==> src/design/lfra_ram.sv <==
// Generic single write port, single read port RAM with registered read data.
// No dependencies.
module lfra_ram #(
    parameter int WIDTH = 8,
    parameter int DEPTH = 16
) (
    input  logic                             clk,
    input  logic                             we,
    input  logic [$clog2(DEPTH > 1 ? DEPTH : 2)-1:0] waddr,
    input  logic [WIDTH-1:0]                 wdata,
    input  logic                             re,
    input  logic [$clog2(DEPTH > 1 ? DEPTH : 2)-1:0] raddr,
    output logic [WIDTH-1:0]                 rdata
);

    logic [WIDTH-1:0] mem [DEPTH];

    always_ff @(posedge clk)
    begin
        if (we)
        begin
            mem[waddr] <= wdata;
        end
        if (re)
        begin
            rdata <= mem[raddr];
        end
    end

endmodule

==> config.mk <==
export PLATFORM = sky130hd
export DESIGN_NAME = lfra_ram
export DESIGN_NICKNAME = d
export VERILOG_FILES = /design/src/design/lfra_ram.sv
export SDC_FILE = /design/constraint.sdc
export NUM_CORES = 1
export LEC_CHECK = 0
export BUFFER_PORTS_ARGS = -buffer_cell sky130_fd_sc_hd__buf_2
export CORE_MARGIN = 5
export CORE_UTILIZATION = 60
export DETAILED_ROUTE_END_ITERATION = 16
export GPL_TIMING_DRIVEN = 0
export PLACE_DENSITY = 0.78
export SKIP_LAST_GASP = 1
export SLEW_MARGIN = 0
export SYNTH_ARGS = -nofsm -noshare
export SYNTH_HDL_FRONTEND = slang
export SYNTH_SLANG_ARGS = --single-unit
==> constraint.sdc <==
create_clock -name clk -period 4.3 [get_ports clk]
set_input_delay 1.29 -clock clk [delete_from_list [all_inputs] [get_ports clk]]
set_output_delay 1.29 -clock clk [all_outputs]
set_load 0.05 [all_outputs]
==> impl_metrics.py <==
metrics = {
    "floorplan": {
        "coreArea_um2": 8590,
        "initial_core_util": 0.608,
        "dieHeight_um": 103,
        "io_pins": 27,
        "chipWidth_um": 103,
        "rows": 34,
        "dieArea_um2": 10700,
    },
    "sta": {
        "hold_viol": 0,
        "post-route-period-util": 0.575,
        "rsz0062_at_grt": "no",
        "worstMarginPinSlew_ps": 1190,
        "slew_violations": 0,
        "skew_ps": 5.24,
        "max_freq_mhz": 404,
        "period_needed_ps": 2470,
        "relSlewSlack": 0.201,
        "finalSetupTns_ps": 0,
        "final-setup-viol-count": 0,
    },
    "final_layout": {
        "final_cells": 394,
        "drive_gt1_frac": 0.297,
        "syn_to_final_growth_pct": 15.6,
        "layout.nets": 292,
        "n_antenna_cell": 0,
    },
    "route": {
        "dr.first_iter.drc_count": 254,
        "avgViaCountPerCell": 6.61,
        "vias": 2606,
        "wl_um": 10200,
        "drc": 0,
        "postRouteAntennaNets": 0,
        "wire_per_inst_um": 25.8,
        "first_pass_iters": 5,
    },
    "power_and_ir_drop": {
        "ir_worst_vdd_v": 0.000376,
        "leakagePower_nw": 2.01,
        "power_density_nw_per_um2": 496,
    },
    "place": {
        "place.gp.congestion": 0.708,
        "io_buffers": 25,
        "hpwl_um": 6110,
        "dp.cells": 362,
    },
    "clocking": {
        "clockBufferDepth": 2,
        "path_clk_slew_ps": 60,
        "numCtsBuffers": 17,
        "root_buffer": "clkbuf_8",
        "cts.htree.levels": 4,
        "cts_sinks": 136,
        "cts_setup_buffers": 0,
        "holdBufCountCts": 0,
        "clock_latency_ps": 520,
        "cts_resized": 0,
        "cts_tree": "built",
    },
    "logic_synthesis": {
        "avgSynthCellArea_um2": 22.8,
        "synth.area.top_cells": "edfxtp_1, mux4_2, mux4_1, a22oi_1, nor2_1",
        "ys_seq_area_frac": 0.781,
        "synthCells": 229,
        "synth_warnings": 0,
        "synth_top_area_share": 0.781,
        "synth.ff_latch_count": 136,
        "yosysTopAreaCell": "edfxtp_1",
        "synth.distinct_cells": 18,
        "synth_nets": 248,
        "synthesis.area_um2": 5230,
    },
    "min_path": {
        "min_path_type": "flop to flop",
    },
    "setup_path": {
        "start_kind": "input pin",
        "ff2ff_path_depth": 3,
        "worst-endpoint-arrival_ps": 2620,
        "crit_type": "input pin to flop",
        "critPathMaxFanout": 8,
        "cp.required_ps": 4440,
        "endpoint_kind": "flop",
        "reg2reg_to": "rdata[3]",
        "ff2ff_setup_slack_ps": 2740,
        "crit_path_end": "mem[0][0]",
        "r2r_start": "mem[5][3]",
        "crit_start": "waddr[2]",
    },
    "global_routing": {
        "grt_pass1_vias": 2483,
        "grt-ovfl-total": 0,
        "grtUsageTotal": 0.210,
        "antenna_found_initial": 0,
        "grt_pass1_wl_um": 15000,
        "grt_start_max_net_pins": 17,
    },
    "flow_run": {
        "cap_violations": 0,
    },
    "run_status": {
        "outcome": "complete, no violations",
    },
}
[state kept, by name (all words and copies together) (netlist names)]
name   count
rdata      8
mem      128
[metrics by stage]
| stage | setup WS [ps] | hold WS (ps) | cell area, µm² | total power [mW] | utilization |
|---|---|---|---|---|---|
| 2_1_floorplan | 1520 | 705 | 5230 | 1.63 | - |
| 3_3_place_gp | 976 | 734 | 5490 | 1.68 | 0.639 |
| 3_5_place_dp | 933 | 758 | 5490 | 1.69 | 0.639 |
| 4_1_cts | 1380 | 772 | 6040 | 3.01 | 0.703 |
| 5_1_grt | 1660 | 791 | 6040 | 3.08 | 0.703 |
| 6_report | 1830 | 763 | 6040 | 3.00 | 0.703 |
[cells in the final DEF (no fill, tap or decap), types with 2 or more instances in the layout]
master and n:
clkdlybuf4s25_2 3, nand2b_1 2, nand3b_1 2, mux4_1 14, clkbuf_16 16, nor2_1 13
buf_2 28, clkinv_2 5, nand2_1 9, a22oi_1 16, buf_6 3, mux4_2 18
edfxtp_1 136, nor3_1 3, bufinv_16 2, clkinvlp_4 6
[area by class of cell]
type,count,area [µm²]
clock buffer,18,418
fill,499,2550
multi-input combinational,83,1060
sequential,136,4080
tap,108,135
clock inverter,14,134
timing repair buffer,25,125
buffer,10,86.3
[logic make-up (layout without fill, tap and decap cells)]
kind of cell	after synthesis	count (layout)	synth area share
flops	136	136	0.781
simple gates	35	35	0.0314
mux	32	32	0.148
compound gates	16	16	0.0230
buf+inv	10	67	0.0165
[worst min-delay path by stage]
stage / from / to / slack, ps / cells after the start
finish: mem[8][3] / rdata[3] / 760 / 3
global route: mem[10][3] / rdata[3] / 790 / 3
CTS: mem[8][3] / rdata[3] / 770 / 3
detailed placement: mem[10][4] / rdata[4] / 760 / 3
global placement: mem[11][3] / rdata[3] / 730 / 3
floorplan: mem[7][0] / rdata[0] / 700 / 3
[per-layer routing]
metal	GRT usage	wire, µm	up-vias
met1	0.302	4100	1357
met2	0.313	4960	156
met3	0.0510	891	21
met5	0	0	-
met4	0.0916	207	0
li1	-	-	1072
[synthesized netlist by cell type]
master           count
nand3_1              1
clkdlybuf4s25_2      3
nor2_1              13
edfxtp_1           136
or3b_2               1
and2b_1              1
buf_6                3
mux4_2              18
mux4_1              14
buf_4                1
nor2b_1              1
nand2_1              9
nand3b_1             2
nor3_1               4
a22oi_1             16
nand2b_1             2
buf_2                3
and2_1               1
[power breakdown]
group          total (mW)  switching, mW  internal [mW]  leakage, nW
clock                1.34          0.521          0.815        0.256
combinational       0.163          0.105         0.0577        0.519
sequential           1.50        0.00738           1.49         1.24
total                3.00          0.634           2.37         2.01
[worst max-delay path, cell delays in order]
cell and delay, ps:
buf_2 110, or3b_2 540, nor3_2 670
Note: power is estimated with default switching activity, not from simulation.
